### src/rtl/mwcrng_pkg.sv
// ----------------------------------------------------------------------------
// mwcrng_pkg
// Shared types and constants for the multiply-with-carry range generator.
// ----------------------------------------------------------------------------
package mwcrng_pkg;

    localparam int WORD_W = 32;
    localparam int HALF_W = 16;
    localparam logic [WORD_W-1:0] MWC_MULT = 32'd1447497129;

    typedef enum logic
    {
        OP_RESEED = 1'b0,
        OP_DRAW   = 1'b1
    } op_t;

    // one draw handed from the generator front to the range back end
    typedef struct packed
    {
        logic [WORD_W-1:0] raw;
        logic [WORD_W-1:0] span;
        logic [WORD_W-1:0] range_min;
        logic              signed_mode;
    } draw_job_t;

    typedef enum logic [2:0]
    {
        F_IDLE = 3'b001,
        F_MUL  = 3'b010,
        F_PUSH = 3'b100
    } front_state_t;

    typedef enum logic [2:0]
    {
        B_IDLE = 3'b001,
        B_DIV  = 3'b010,
        B_DONE = 3'b100
    } back_state_t;

    function automatic logic [WORD_W-1:0] swap_halves(input logic [WORD_W-1:0] w);
        return {w[HALF_W-1:0], w[WORD_W-1:HALF_W]};
    endfunction

endpackage

### src/rtl/mwcrng_front.sv
// ----------------------------------------------------------------------------
// mwcrng_front
// Accepts items, applies reseeds, steps the generator and queues draws.
// ----------------------------------------------------------------------------
module mwcrng_front
    import mwcrng_pkg::*;
(
    input  logic              clk,
    input  logic              rst_n,
    input  logic              s_tvalid,
    output logic              s_tready,
    input  logic [95:0]       s_tdata,   // seed, range_min, range_max
    input  logic [1:0]        s_tuser,   // op, signed_mode
    output logic              push_valid,
    input  logic              push_ready,
    output draw_job_t         push_job
);

    front_state_t      state_reg, state_next;
    logic [WORD_W-1:0] gen_value_reg, gen_value_next;
    logic [WORD_W-1:0] gen_carry_reg, gen_carry_next;
    logic [2*WORD_W-1:0] prod_reg, prod_next;
    logic [WORD_W-1:0] span_reg, span_next;
    logic [WORD_W-1:0] min_reg, min_next;
    logic              smode_reg, smode_next;
    logic [2*WORD_W-1:0] sum;
    logic [WORD_W-1:0] seed;
    logic [WORD_W-1:0] range_min;
    logic [WORD_W-1:0] range_max;
    op_t               op;

    assign seed      = s_tdata[31:0];
    assign range_min = s_tdata[63:32];
    assign range_max = s_tdata[95:64];
    assign op        = op_t'(s_tuser[0]);

    assign sum = prod_reg + {{WORD_W{1'b0}}, gen_carry_reg};

    assign s_tready   = (state_reg == F_IDLE);
    assign push_valid = (state_reg == F_PUSH);

    always_comb
    begin
        push_job.raw         = sum[WORD_W-1:0];
        push_job.span        = span_reg;
        push_job.range_min   = min_reg;
        push_job.signed_mode = smode_reg;
    end

    always_comb
    begin
        state_next     = state_reg;
        gen_value_next = gen_value_reg;
        gen_carry_next = gen_carry_reg;
        prod_next      = prod_reg;
        span_next      = span_reg;
        min_next       = min_reg;
        smode_next     = smode_reg;
        unique case (state_reg)
            F_IDLE:
            begin
                if (s_tvalid)
                begin
                    if (op == OP_RESEED)
                    begin
                        gen_value_next = (seed == '0) ? WORD_W'(1) : seed;
                        gen_carry_next = swap_halves(seed) ^ seed;
                    end
                    else
                    begin
                        span_next  = range_max - range_min + WORD_W'(1);
                        min_next   = range_min;
                        smode_next = s_tuser[1];
                        state_next = F_MUL;
                    end
                end
            end
            F_MUL:
            begin
                prod_next  = {{WORD_W{1'b0}}, MWC_MULT} * {{WORD_W{1'b0}}, gen_value_reg};
                state_next = F_PUSH;
            end
            F_PUSH:
            begin
                // state advances only once the draw has a queue slot
                if (push_ready)
                begin
                    gen_value_next = sum[WORD_W-1:0];
                    gen_carry_next = sum[2*WORD_W-1:WORD_W];
                    state_next     = F_IDLE;
                end
            end
            default:
            begin
                state_next = F_IDLE;
            end
        endcase
    end

    always_ff @(posedge clk or negedge rst_n)
    begin
        if (!rst_n)
        begin
            state_reg     <= F_IDLE;
            gen_value_reg <= WORD_W'(1);
            gen_carry_reg <= '0;
        end
        else
        begin
            state_reg     <= state_next;
            gen_value_reg <= gen_value_next;
            gen_carry_reg <= gen_carry_next;
        end
    end

    always_ff @(posedge clk)
    begin
        prod_reg  <= prod_next;
        span_reg  <= span_next;
        min_reg   <= min_next;
        smode_reg <= smode_next;
    end

endmodule

### src/rtl/mwcrng_queue.sv
// ----------------------------------------------------------------------------
// mwcrng_queue
// Short first-in first-out queue of draws between front and back end.
// ----------------------------------------------------------------------------
module mwcrng_queue
    import mwcrng_pkg::*;
#(
    parameter int DEPTH = 2
)
(
    input  logic                       clk,
    input  logic                       rst_n,
    input  logic                       push_valid,
    output logic                       push_ready,
    input  draw_job_t                  push_job,
    output logic                       pop_valid,
    input  logic                       pop_ready,
    output draw_job_t                  pop_job,
    output logic [$clog2(DEPTH+1)-1:0] count
);

    localparam int PTR_W = (DEPTH > 1) ? $clog2(DEPTH) : 1;
    localparam int CNT_W = $clog2(DEPTH+1);

    draw_job_t        mem_reg [DEPTH];
    logic [PTR_W-1:0] wr_ptr_reg, wr_ptr_next;
    logic [PTR_W-1:0] rd_ptr_reg, rd_ptr_next;
    logic [CNT_W-1:0] count_reg, count_next;
    logic             push_fire;
    logic             pop_fire;

    assign push_ready = (count_reg != CNT_W'(DEPTH));
    assign pop_valid  = (count_reg != '0);
    assign pop_job    = mem_reg[rd_ptr_reg];
    assign count      = count_reg;
    assign push_fire  = push_valid && push_ready;
    assign pop_fire   = pop_valid && pop_ready;

    always_comb
    begin
        wr_ptr_next = wr_ptr_reg;
        rd_ptr_next = rd_ptr_reg;
        count_next  = count_reg;
        if (push_fire)
        begin
            wr_ptr_next = (wr_ptr_reg == PTR_W'(DEPTH-1)) ? '0 : wr_ptr_reg + PTR_W'(1);
        end
        if (pop_fire)
        begin
            rd_ptr_next = (rd_ptr_reg == PTR_W'(DEPTH-1)) ? '0 : rd_ptr_reg + PTR_W'(1);
        end
        if (push_fire && !pop_fire)
        begin
            count_next = count_reg + CNT_W'(1);
        end
        else if (pop_fire && !push_fire)
        begin
            count_next = count_reg - CNT_W'(1);
        end
    end

    always_ff @(posedge clk or negedge rst_n)
    begin
        if (!rst_n)
        begin
            wr_ptr_reg <= '0;
            rd_ptr_reg <= '0;
            count_reg  <= '0;
        end
        else
        begin
            wr_ptr_reg <= wr_ptr_next;
            rd_ptr_reg <= rd_ptr_next;
            count_reg  <= count_next;
        end
    end

    always_ff @(posedge clk)
    begin
        if (push_fire)
        begin
            mem_reg[wr_ptr_reg] <= push_job;
        end
    end

endmodule

### src/rtl/mwcrng_back.sv
// ----------------------------------------------------------------------------
// mwcrng_back
// Reduces each draw into its range with a radix-2 remainder unit and
// holds the result in the output register.
// ----------------------------------------------------------------------------
module mwcrng_back
    import mwcrng_pkg::*;
(
    input  logic        clk,
    input  logic        rst_n,
    input  logic        pop_valid,
    output logic        pop_ready,
    input  draw_job_t   pop_job,
    output logic        busy,
    output logic        m_tvalid,
    input  logic        m_tready,
    output logic [71:0] m_tdata    // raw_word, ranged_value, coin_bit
);

    localparam int CNT_W = $clog2(WORD_W);

    back_state_t       state_reg, state_next;
    logic [CNT_W-1:0]  cnt_reg, cnt_next;
    logic [WORD_W-1:0] rem_reg, rem_next;
    logic [WORD_W-1:0] dvd_reg, dvd_next;
    logic [WORD_W-1:0] div_reg, div_next;
    logic [WORD_W-1:0] raw_reg, raw_next;
    logic [WORD_W-1:0] min_reg, min_next;
    logic              neg_reg, neg_next;
    logic              out_valid_reg, out_valid_next;
    logic [WORD_W-1:0] out_raw_reg, out_raw_next;
    logic [WORD_W-1:0] out_ranged_reg, out_ranged_next;
    logic [WORD_W:0]   trial;
    logic [WORD_W:0]   diff;
    logic [WORD_W-1:0] red;
    logic              out_free;
    logic              neg_a;
    logic              neg_b;

    assign pop_ready = (state_reg == B_IDLE);
    assign busy      = (state_reg != B_IDLE);
    assign m_tvalid  = out_valid_reg;
    assign m_tdata   = {7'b0, out_raw_reg[0], out_ranged_reg, out_raw_reg};

    assign out_free = !out_valid_reg || m_tready;
    assign neg_a    = pop_job.signed_mode && pop_job.raw[WORD_W-1];
    assign neg_b    = pop_job.signed_mode && pop_job.span[WORD_W-1];

    // one restoring step: shift in the next dividend bit, subtract if it fits
    assign trial = {rem_reg, dvd_reg[WORD_W-1]};
    assign diff  = trial - {1'b0, div_reg};
    assign red   = neg_reg ? (WORD_W'(0) - rem_reg) : rem_reg;

    always_comb
    begin
        state_next      = state_reg;
        cnt_next        = cnt_reg;
        rem_next        = rem_reg;
        dvd_next        = dvd_reg;
        div_next        = div_reg;
        raw_next        = raw_reg;
        min_next        = min_reg;
        neg_next        = neg_reg;
        out_valid_next  = out_valid_reg && !m_tready;
        out_raw_next    = out_raw_reg;
        out_ranged_next = out_ranged_reg;
        unique case (state_reg)
            B_IDLE:
            begin
                if (pop_valid)
                begin
                    raw_next = pop_job.raw;
                    min_next = pop_job.range_min;
                    cnt_next = CNT_W'(WORD_W-1);
                    rem_next = '0;
                    dvd_next = neg_a ? (WORD_W'(0) - pop_job.raw) : pop_job.raw;
                    div_next = neg_b ? (WORD_W'(0) - pop_job.span) : pop_job.span;
                    neg_next = neg_a;
                    if (pop_job.span == '0)
                    begin
                        // span wrapped to zero: raw word passes unreduced
                        rem_next   = pop_job.raw;
                        neg_next   = 1'b0;
                        state_next = B_DONE;
                    end
                    else
                    begin
                        state_next = B_DIV;
                    end
                end
            end
            B_DIV:
            begin
                rem_next = diff[WORD_W] ? trial[WORD_W-1:0] : diff[WORD_W-1:0];
                dvd_next = {dvd_reg[WORD_W-2:0], 1'b0};
                cnt_next = cnt_reg - CNT_W'(1);
                if (cnt_reg == '0)
                begin
                    state_next = B_DONE;
                end
            end
            B_DONE:
            begin
                if (out_free)
                begin
                    out_valid_next  = 1'b1;
                    out_raw_next    = raw_reg;
                    out_ranged_next = red + min_reg;
                    state_next      = B_IDLE;
                end
            end
            default:
            begin
                state_next = B_IDLE;
            end
        endcase
    end

    always_ff @(posedge clk or negedge rst_n)
    begin
        if (!rst_n)
        begin
            state_reg     <= B_IDLE;
            out_valid_reg <= 1'b0;
        end
        else
        begin
            state_reg     <= state_next;
            out_valid_reg <= out_valid_next;
        end
    end

    always_ff @(posedge clk)
    begin
        cnt_reg        <= cnt_next;
        rem_reg        <= rem_next;
        dvd_reg        <= dvd_next;
        div_reg        <= div_next;
        raw_reg        <= raw_next;
        min_reg        <= min_next;
        neg_reg        <= neg_next;
        out_raw_reg    <= out_raw_next;
        out_ranged_reg <= out_ranged_next;
    end

endmodule

### src/rtl/mwc_random_range_generator_core.sv
// path: a draw passes the multiply-add, the queue, the 32-step remainder unit and the
// output register; a zero span skips the divider
// the radix-2 remainder unit takes no new draw until the last one has left it
// reseeds are applied in the idle state, but wait while a draw holds the front for a queue slot
// reset: asynchronous, active low; value is 1, carry is 0, queue and output empty
// ----------------------------------------------------------------------------
// mwc_random_range_generator_core
// Multiply-with-carry generator with a draw reduced into a given range.
// ----------------------------------------------------------------------------
module mwc_random_range_generator_core
    import mwcrng_pkg::*;
#(
    parameter int QUEUE_DEPTH = 2
)
(
    input  logic        clk,
    input  logic        rst_n,
    input  logic        s_tvalid,
    output logic        s_tready,
    input  logic [95:0] s_tdata,   // seed, range_min, range_max
    input  logic [1:0]  s_tuser,   // op, signed_mode
    output logic        m_tvalid,
    input  logic        m_tready,
    output logic [71:0] m_tdata    // raw_word, ranged_value, coin_bit
);

    localparam int Q_CNT_W = $clog2(QUEUE_DEPTH+1);

    logic               push_valid;
    logic               push_ready;
    draw_job_t          push_job;
    logic               pop_valid;
    logic               pop_ready;
    draw_job_t          pop_job;
    logic [Q_CNT_W-1:0] q_count;
    logic               back_busy;

    mwcrng_front u_front
    (
        .clk        (clk),
        .rst_n      (rst_n),
        .s_tvalid   (s_tvalid),
        .s_tready   (s_tready),
        .s_tdata    (s_tdata),
        .s_tuser    (s_tuser),
        .push_valid (push_valid),
        .push_ready (push_ready),
        .push_job   (push_job)
    );

    mwcrng_queue #(
        .DEPTH (QUEUE_DEPTH)
    ) u_queue
    (
        .clk        (clk),
        .rst_n      (rst_n),
        .push_valid (push_valid),
        .push_ready (push_ready),
        .push_job   (push_job),
        .pop_valid  (pop_valid),
        .pop_ready  (pop_ready),
        .pop_job    (pop_job),
        .count      (q_count)
    );

    mwcrng_back u_back
    (
        .clk       (clk),
        .rst_n     (rst_n),
        .pop_valid (pop_valid),
        .pop_ready (pop_ready),
        .pop_job   (pop_job),
        .busy      (back_busy),
        .m_tvalid  (m_tvalid),
        .m_tready  (m_tready),
        .m_tdata   (m_tdata)
    );

    // a draw transaction blocks the input while the generator steps
    a_draw_blocks_input: assert property (@(posedge clk) disable iff (!rst_n)
        (s_tvalid && s_tready && (s_tuser[0] == OP_DRAW)) |=> !s_tready)
        else $error("input ready right after a draw transaction");

    // a lone push grows the queue by exactly one
    a_queue_count: assert property (@(posedge clk) disable iff (!rst_n)
        (push_valid && push_ready && !(pop_valid && pop_ready))
        |=> (q_count == $past(q_count) + Q_CNT_W'(1)))
        else $error("queue count did not follow a push");

    // the remainder unit takes no new draw while one is in flight
    a_back_no_pop_busy: assert property (@(posedge clk) disable iff (!rst_n)
        back_busy |-> !pop_ready)
        else $error("back end popped while busy");

endmodule

### config.mk
export PLATFORM = sky130hd
export DESIGN_NAME = mwc_random_range_generator_core
export DESIGN_NICKNAME = d
export VERILOG_FILES = /design/src/rtl/mwcrng_pkg.sv /design/src/rtl/mwcrng_front.sv /design/src/rtl/mwcrng_queue.sv /design/src/rtl/mwcrng_back.sv /design/src/rtl/mwc_random_range_generator_core.sv
export SDC_FILE = /design/constraint.sdc
export NUM_CORES = 2
export LEC_CHECK = 0
export ABC_AREA = 1
export BUFFER_PORTS_ARGS = -buffer_cell sky130_fd_sc_hd__buf_2
export CAP_MARGIN = 20
export CORE_MARGIN = 5
export CORE_UTILIZATION = 64
export CTS_CLUSTER_DIAMETER = 100
export CTS_CLUSTER_SIZE = 8
export DETAILED_ROUTE_END_ITERATION = 7
export GPL_ROUTABILITY_DRIVEN = 0
export PLACE_DENSITY = 0.82
export SYNTH_ARGS = -nofsm -noshare
export SYNTH_HDL_FRONTEND = slang
export SYNTH_SLANG_ARGS = --single-unit
### constraint.sdc
create_clock -name clk -period 9.7 [get_ports clk]
set_input_delay 0.97 -clock clk [delete_from_list [all_inputs] [get_ports clk]]
set_output_delay 0.97 -clock clk [all_outputs]
set_load 0.1 [all_outputs]
* After elaboration in Yosys (flattened, before gate mapping)
Memories as Yosys holds them, arrays and structs flattened.
Cells that the tools add are included.
** Word-level totals
- Flip-flop bits (word level) :: 433
- Memory bits (writable) :: 194
- Bits of input ports :: 102
- Output and inout bits :: 74
- Logic and storage cells :: 114
- Memories :: 1
** Memories
- u_queue.mem_reg :: words 2, bits a word 97, rd ports 1, clocked after Yosys merged registers in 0, wr ports 1, line mwcrng_queue.sv:25 : draw_job_t mem_reg [DEPTH];
** Cells by class
- Add/subtract/negate cells :: 13
- Multipliers :: 1
- Equality and inequality tests :: 14
- Mux-type cells :: 37
- Bitwise logic cells :: 1
- Reductions and logical operators :: 26
** Operator list (number)
- 32-bit two-way mux :: 14
- 32-bit case mux with 2 select lines :: 4
- 1-bit by 32-bit subtractor with 32-bit output, first input constant :: 3
- 63-bit by 32-bit adder with 64-bit output :: 1
- 32-bit zero test :: 2
- 31-bit by 32-bit multiplier with 63-bit output, first input constant :: 1
- 33-bit by 32-bit subtractor with 33-bit output :: 1
- 32-bit by 1-bit adder with 32-bit output, second input constant :: 1
- 32-bit adder :: 1
- 32-bit subtractor :: 1
- 32-bit bitwise XOR :: 1
- 3-bit two-way mux :: 7
- 3-bit case mux with 3 select lines :: 2
- 5-bit case mux with 2 select lines :: 1
- 3-bit AND reduction :: 3
- 2-bit by 1-bit inequality test with 1-bit output, second input constant :: 4
- 2-bit inequality test, second input constant :: 4
- 2-bit nonzero test :: 4
- 1-bit logical AND :: 7
- 3-bit by 1-bit == test with 1-bit output, second input constant :: 2
- 3-bit by 2-bit == test with 1-bit output, second input constant :: 2
- 3-bit == test, second input constant :: 2
- 1-bit two-way mux :: 6
- 2-bit AND reduction :: 3
- other kinds (10) :: 15

* Logic depth before layout (Yosys ltp)
- Depth after elaboration :: 6
- Mapped depth :: 27
- Mapped depth without buffers :: 27

* By module
Synthesis repeated with hierarchy kept, for this count alone.
** Second synthesis, totals
- Cell total of the unflattened synthesis :: 6327
- Area, all modules :: 54125.7 µm²
** Modules (own cells, without submodules)
- mwcrng_front :: instances 1, cells an instance 3843, area an instance 31231.2 µm², seq. area each 5522.8 µm²
- mwcrng_back :: instances 1, cells an instance 1949, area an instance 15621.2 µm², seq. area each 7008.0 µm²
- mwcrng_queue :: instances 1, cells an instance 535, area an instance 7273.2 µm², seq. area each 5925.7 µm²

* Worst setup path before layout
OpenSTA, ideal clock, no wires.
- Kind :: register to register
- Start point :: reg u_back.state_reg[0]
- End point :: reg u_back.cnt_reg[0], enable pin
- Setup time :: 429 ps
- Data arrival time :: 7092 ps
- Required time :: 9271 ps
- Path slack :: 2179 ps
- Cell stages (with the launch flop) :: 7
- Buffers on the path :: 0
- Clock period less this slack :: 7521 ps
- Cell sequence :: dfstp_2 inv_1 nor3_1 inv_1 nor2_1 inv_1 nand2_1
** On the way
- Cells in the longest elaborated chain, start to end :: 3
- Elaborated cells on any way between the ends :: 5
- Classes of those cells :: 3 x eq/ne; 2 x reduce/logical
** RTL lines
- from (decl) :: line mwcrng_back.sv:22 : back_state_t state_reg, state_next;
- from (signal assigned) :: line mwcrng_back.sv:128 : state_reg <= state_next;
- 3-bit by 1-bit == test with 1-bit output or 3-bit by 2-bit == test with 1-bit output (tied branches) :: line mwcrng_back.sv:67 : unique case (state_reg)
- 2-bit by 1-bit inequality test with 1-bit output (no source line) or 2-bit nonzero test (tied branches)
- 2-bit AND reduction (no source line) (*)
- to (signal assigned) :: line mwcrng_back.sv:135 : cnt_reg <= cnt_next;
- to (decl) :: line mwcrng_back.sv:23 : logic [CNT_W-1:0] cnt_reg, cnt_next;
Every way passes the cells marked *; elsewhere a longest branch is shown, timed or not.
A chain may end at the register's enable or synchronous reset.

* Worst setup path in the final report
- Start point :: reg u_front.gen_value_reg[6]
- End point :: reg u_front.prod_reg[42], data pin
** On the way
- Cells in the longest elaborated chain, start to end :: 1
** RTL lines
- from (decl) :: line mwcrng_front.sv:20 : logic [WORD_W-1:0] gen_value_reg, gen_value_next;
- from (signal assigned) :: line mwcrng_front.sv:111 : gen_value_reg <= gen_value_next;
- 31-bit by 32-bit multiplier with 63-bit output :: line mwcrng_front.sv:80 : prod_next = {{WORD_W{1'b0}}, MWC_MULT} * {{WORD_W{1'b0}}, gen_value_reg};
- to (signal assigned) :: line mwcrng_front.sv:118 : prod_reg <= prod_next;
- to (decl) :: line mwcrng_front.sv:22 : logic [2*WORD_W-1:0] prod_reg, prod_next;
No other way between the ends.

==> flow_metrics.py <==
metrics = {
    "status": {
        "outcome": "finished with violations",
        "violations": "DRC",
    },
    "timing": {
        "worst_pin_slew_ps": 1100,
        "fin_setup_tns_ps": 0,
        "finalHoldViolCount": 0,
        "finalWorstSetupSlack_ps": 2200,
        "period_share_pct": 77.3,
        "min_period_ps": 7500,
        "final.setup_skew_ps": 33.3,
        "fmax_ghz": 0.133,
        "finalSetupViolCount": 0,
        "grt_setup_unrepaired": "no",
        "drv_slew": 0,
        "relSlewSlack_pct": 26.5,
    },
    "cells_and_area": {
        "multi_input_comb_area_mm2": 0.0300,
        "regArea_mm2": 0.0185,
        "largest_reg_flops": 194,
        "finalNetCount": 7415,
        "drive_gt1_share_pct": 5.86,
        "n_fill_cell": 6117,
        "syn_to_final_growth_pct": 8.72,
    },
    "critical_path": {
        "worstPathRequired_ps": 10130,
        "critPathMaxStageDelay_ps": 710,
        "r2r_end": "u_front.prod_reg[42]$_DFFE_PP_",
        "cp-start-kind": "flip-flop",
        "cp_slowest_cell": "dfrtp_1",
        "path_buf_inv": 8,
        "r2r-start": "u_front.gen_value_reg[6]$_DFFE_PN0P_",
        "cp_cell_sequence": "ha_1, inv_1, fa_1, inv_1, fa_1, inv_1, fa_1, fa_1, inv_1, fa_1, fa_1, inv_1, fa_1, inv_1, ha_1, nand2_1, nor2_1, inv_1, nor2_1, inv_1, nor2_1, nand3b_1, nand2_1, xor2_1",
        "crit_top_cell": "inv_1",
        "worst-r2r-cell-count": 24,
        "crit_family": "adder cells",
        "r2r_slack_ps": 2200,
        "worstPathArrival_ps": 7930,
        "critical_path.max_fanout": 15,
        "cp-end-kind": "flip-flop",
        "critical_path_class": "flip-flop to flip-flop",
    },
    "route": {
        "vias": 44649,
        "wl_met2_mm": 72.0,
        "drcViolationCount": 37,
        "drt_iter0_markers": 5286,
        "met1_length_mm": 55.9,
        "via_per_inst": 5.94,
        "wire_per_inst_um": 21.2,
        "wl_met3_mm": 19.1,
        "wl_mm": 159,
        "top_layer_used": "met5",
        "dr.pass1.iters": 8,
        "final_antenna_net_count": 0,
    },
    "global_routing": {
        "grt_pass1_vias": 44803,
        "grt_max_degree": 84,
        "grtUsageTotal_pct": 35.3,
        "grt_antenna_before_repair": 4,
        "grt_pass1_wl_mm": 246,
        "gr-total-overflow": 0,
    },
    "clock_tree": {
        "htreeDepth": 3,
        "cts_sinks": 627,
        "clk_latency_ps": 650,
        "cts_resized": 0,
        "clk_pin_slew_ps": 60,
        "numCtsBuffers": 88,
        "cts_buffer_depth": 3,
        "cts_tree": "done",
        "post_cts_buffers": 0,
        "ctsHoldBuffers": 0,
        "cts-root-buf": "clkbuf_16",
    },
    "yosys": {
        "yosysMostFrequentCell": "nand2_1",
        "avgSynthCellArea_um2": 8.67,
        "synth_edf_count": 552,
        "synth_cell_types": 55,
        "synth_largest_area_cell": "edfxtp_1",
        "ys_ff_latch": 627,
        "ys.warnings.count": 0,
        "synth-main-ff-cell": "edfxtp_1",
        "synth-async-reset-ratio_pct": 12.0,
        "synth_area_mm2": 0.0534,
        "netlist_top_cells_area": "edfxtp_1 (31%), ha_1 (14%), fa_1 (13%)",
        "syn_inst": 6167,
        "synth_top_area_share_pct": 31.0,
        "synth_seq_area_share_pct": 34.5,
        "synthTopCellsByCount": "nand2_1 (1376), inv_1 (1230), ha_1 (587)",
    },
    "die": {
        "fp.dieH_um": 299,
        "die_area_mm2": 0.0894,
        "core_area_mm2": 0.0833,
        "placementRows": 106,
        "die_x_um": 299,
        "boundaryPins": 176,
        "floorplan.initialDensity_pct": 64.2,
    },
    "place": {
        "io_buffers": 168,
        "place_ws_ps": 2460,
        "post-dp-hpwl_mm": 126,
    },
    "hold_path": {
        "hp-class": "input pin to asynchronous set/reset pin",
    },
    "flow_run": {
        "max-cap-violations": 0,
    },
}
-- per-stage QoR --
step / instances / area (µm²) / hold WS, ps / util (%)
floorplan: 6173 / 53500 / 400 / -
global placement: 7375 / 55600 / 400 / 66.7
detailed placement: 7375 / 55600 / 405 / 66.7
CTS: 7513 / 58100 / 182 / 69.7
global route: 7514 / 58100 / 205 / 69.8
finish: 7516 / 58100 / 189 / 69.8
-- layout by cell type (no fill, tap or decap), types with 177 or more instances in the layout --
cell	count
a21oi_1	345
edfxtp_1	552
fa_1	340
ha_1	587
inv_1	1229
nand2_1	1375
nand3_1	261
nor2_1	481
o21ai_0	177
xor2_1	197
-- per-layer routing --
metal	GRT usage, %	up-vias
li1	-	20212
met1	44.0	20724
met2	56.9	2960
met3	7.85	751
met4	21.0	2
met5	0	-
-- how the worst max path moves through the flow --
stage | startpoint | to | slack [ps] | depth (start not counted)
global route | u_front.gen_value_reg[6]$_DFFE_PN0P_ | u_front.prod_reg[42]$_DFFE_PP_ | 2040 | 24
finish | u_front.gen_value_reg[6]$_DFFE_PN0P_ | u_front.prod_reg[42]$_DFFE_PP_ | 2200 | 24
global placement | u_front.gen_value_reg[6]$_DFFE_PN0P_ | u_front.prod_reg[42]$_DFFE_PP_ | 2670 | 24
floorplan | u_back.state_reg[0]$_DFFE_PN1P_ | u_back.cnt_reg[0]$_SDFFCE_PN1P_ | 2180 | 6
detailed placement | u_front.gen_value_reg[6]$_DFFE_PN0P_ | u_front.prod_reg[42]$_DFFE_PP_ | 2460 | 24
CTS | u_front.gen_value_reg[6]$_DFFE_PN0P_ | u_front.prod_reg[42]$_DFFE_PP_ | 2440 | 24
-- cell type report --
| cell class | count | share of cell area, % |
|---|---|---|
| Tap cell | 1080 | 2.33 |
| Multi-Input combinational cell | 4228 | 51.7 |
| Timing Repair Buffer | 203 | 1.94 |
| Clock inverter | 5 | 0.134 |
| Inverter | 1238 | 8.00 |
| Antenna cell | 2 | 0.00861 |
| Clock buffer | 133 | 4.15 |
| Sequential cell | 627 | 31.8 |
-- cell families (layout without fill, tap and decap cells) --
family,count (synthesis),after routing,share of synthesized area (%)
simple gates,2341,2341,18.0
buf+inv,1318,1579,9.45
fa+ha+maj,927,927,26.5
compound gates,685,685,7.08
flops,627,627,34.5
xor+xnor,265,265,4.34
mux,3,3,0.0562
other cells,1,9,0.00702
-- worst reg2reg max path, cell delays in order, from the launching register on --
cell	delay, ps
dfrtp_1	710
ha_1	560
inv_1	90
fa_1	500
inv_1	60
fa_1	570
inv_1	80
fa_1	520
fa_1	560
inv_1	90
fa_1	510
fa_1	540
inv_1	50
fa_1	530
inv_1	60
ha_1	350
nand2_1	120
nor2_1	150
inv_1	90
nor2_1	120
inv_1	70
nor2_1	320
nand3b_1	190
nand2_1	120
xor2_1	310
Power is not shown: default switching activity piles up to over one toggle a cycle in this logic, so the estimate is an artifact.
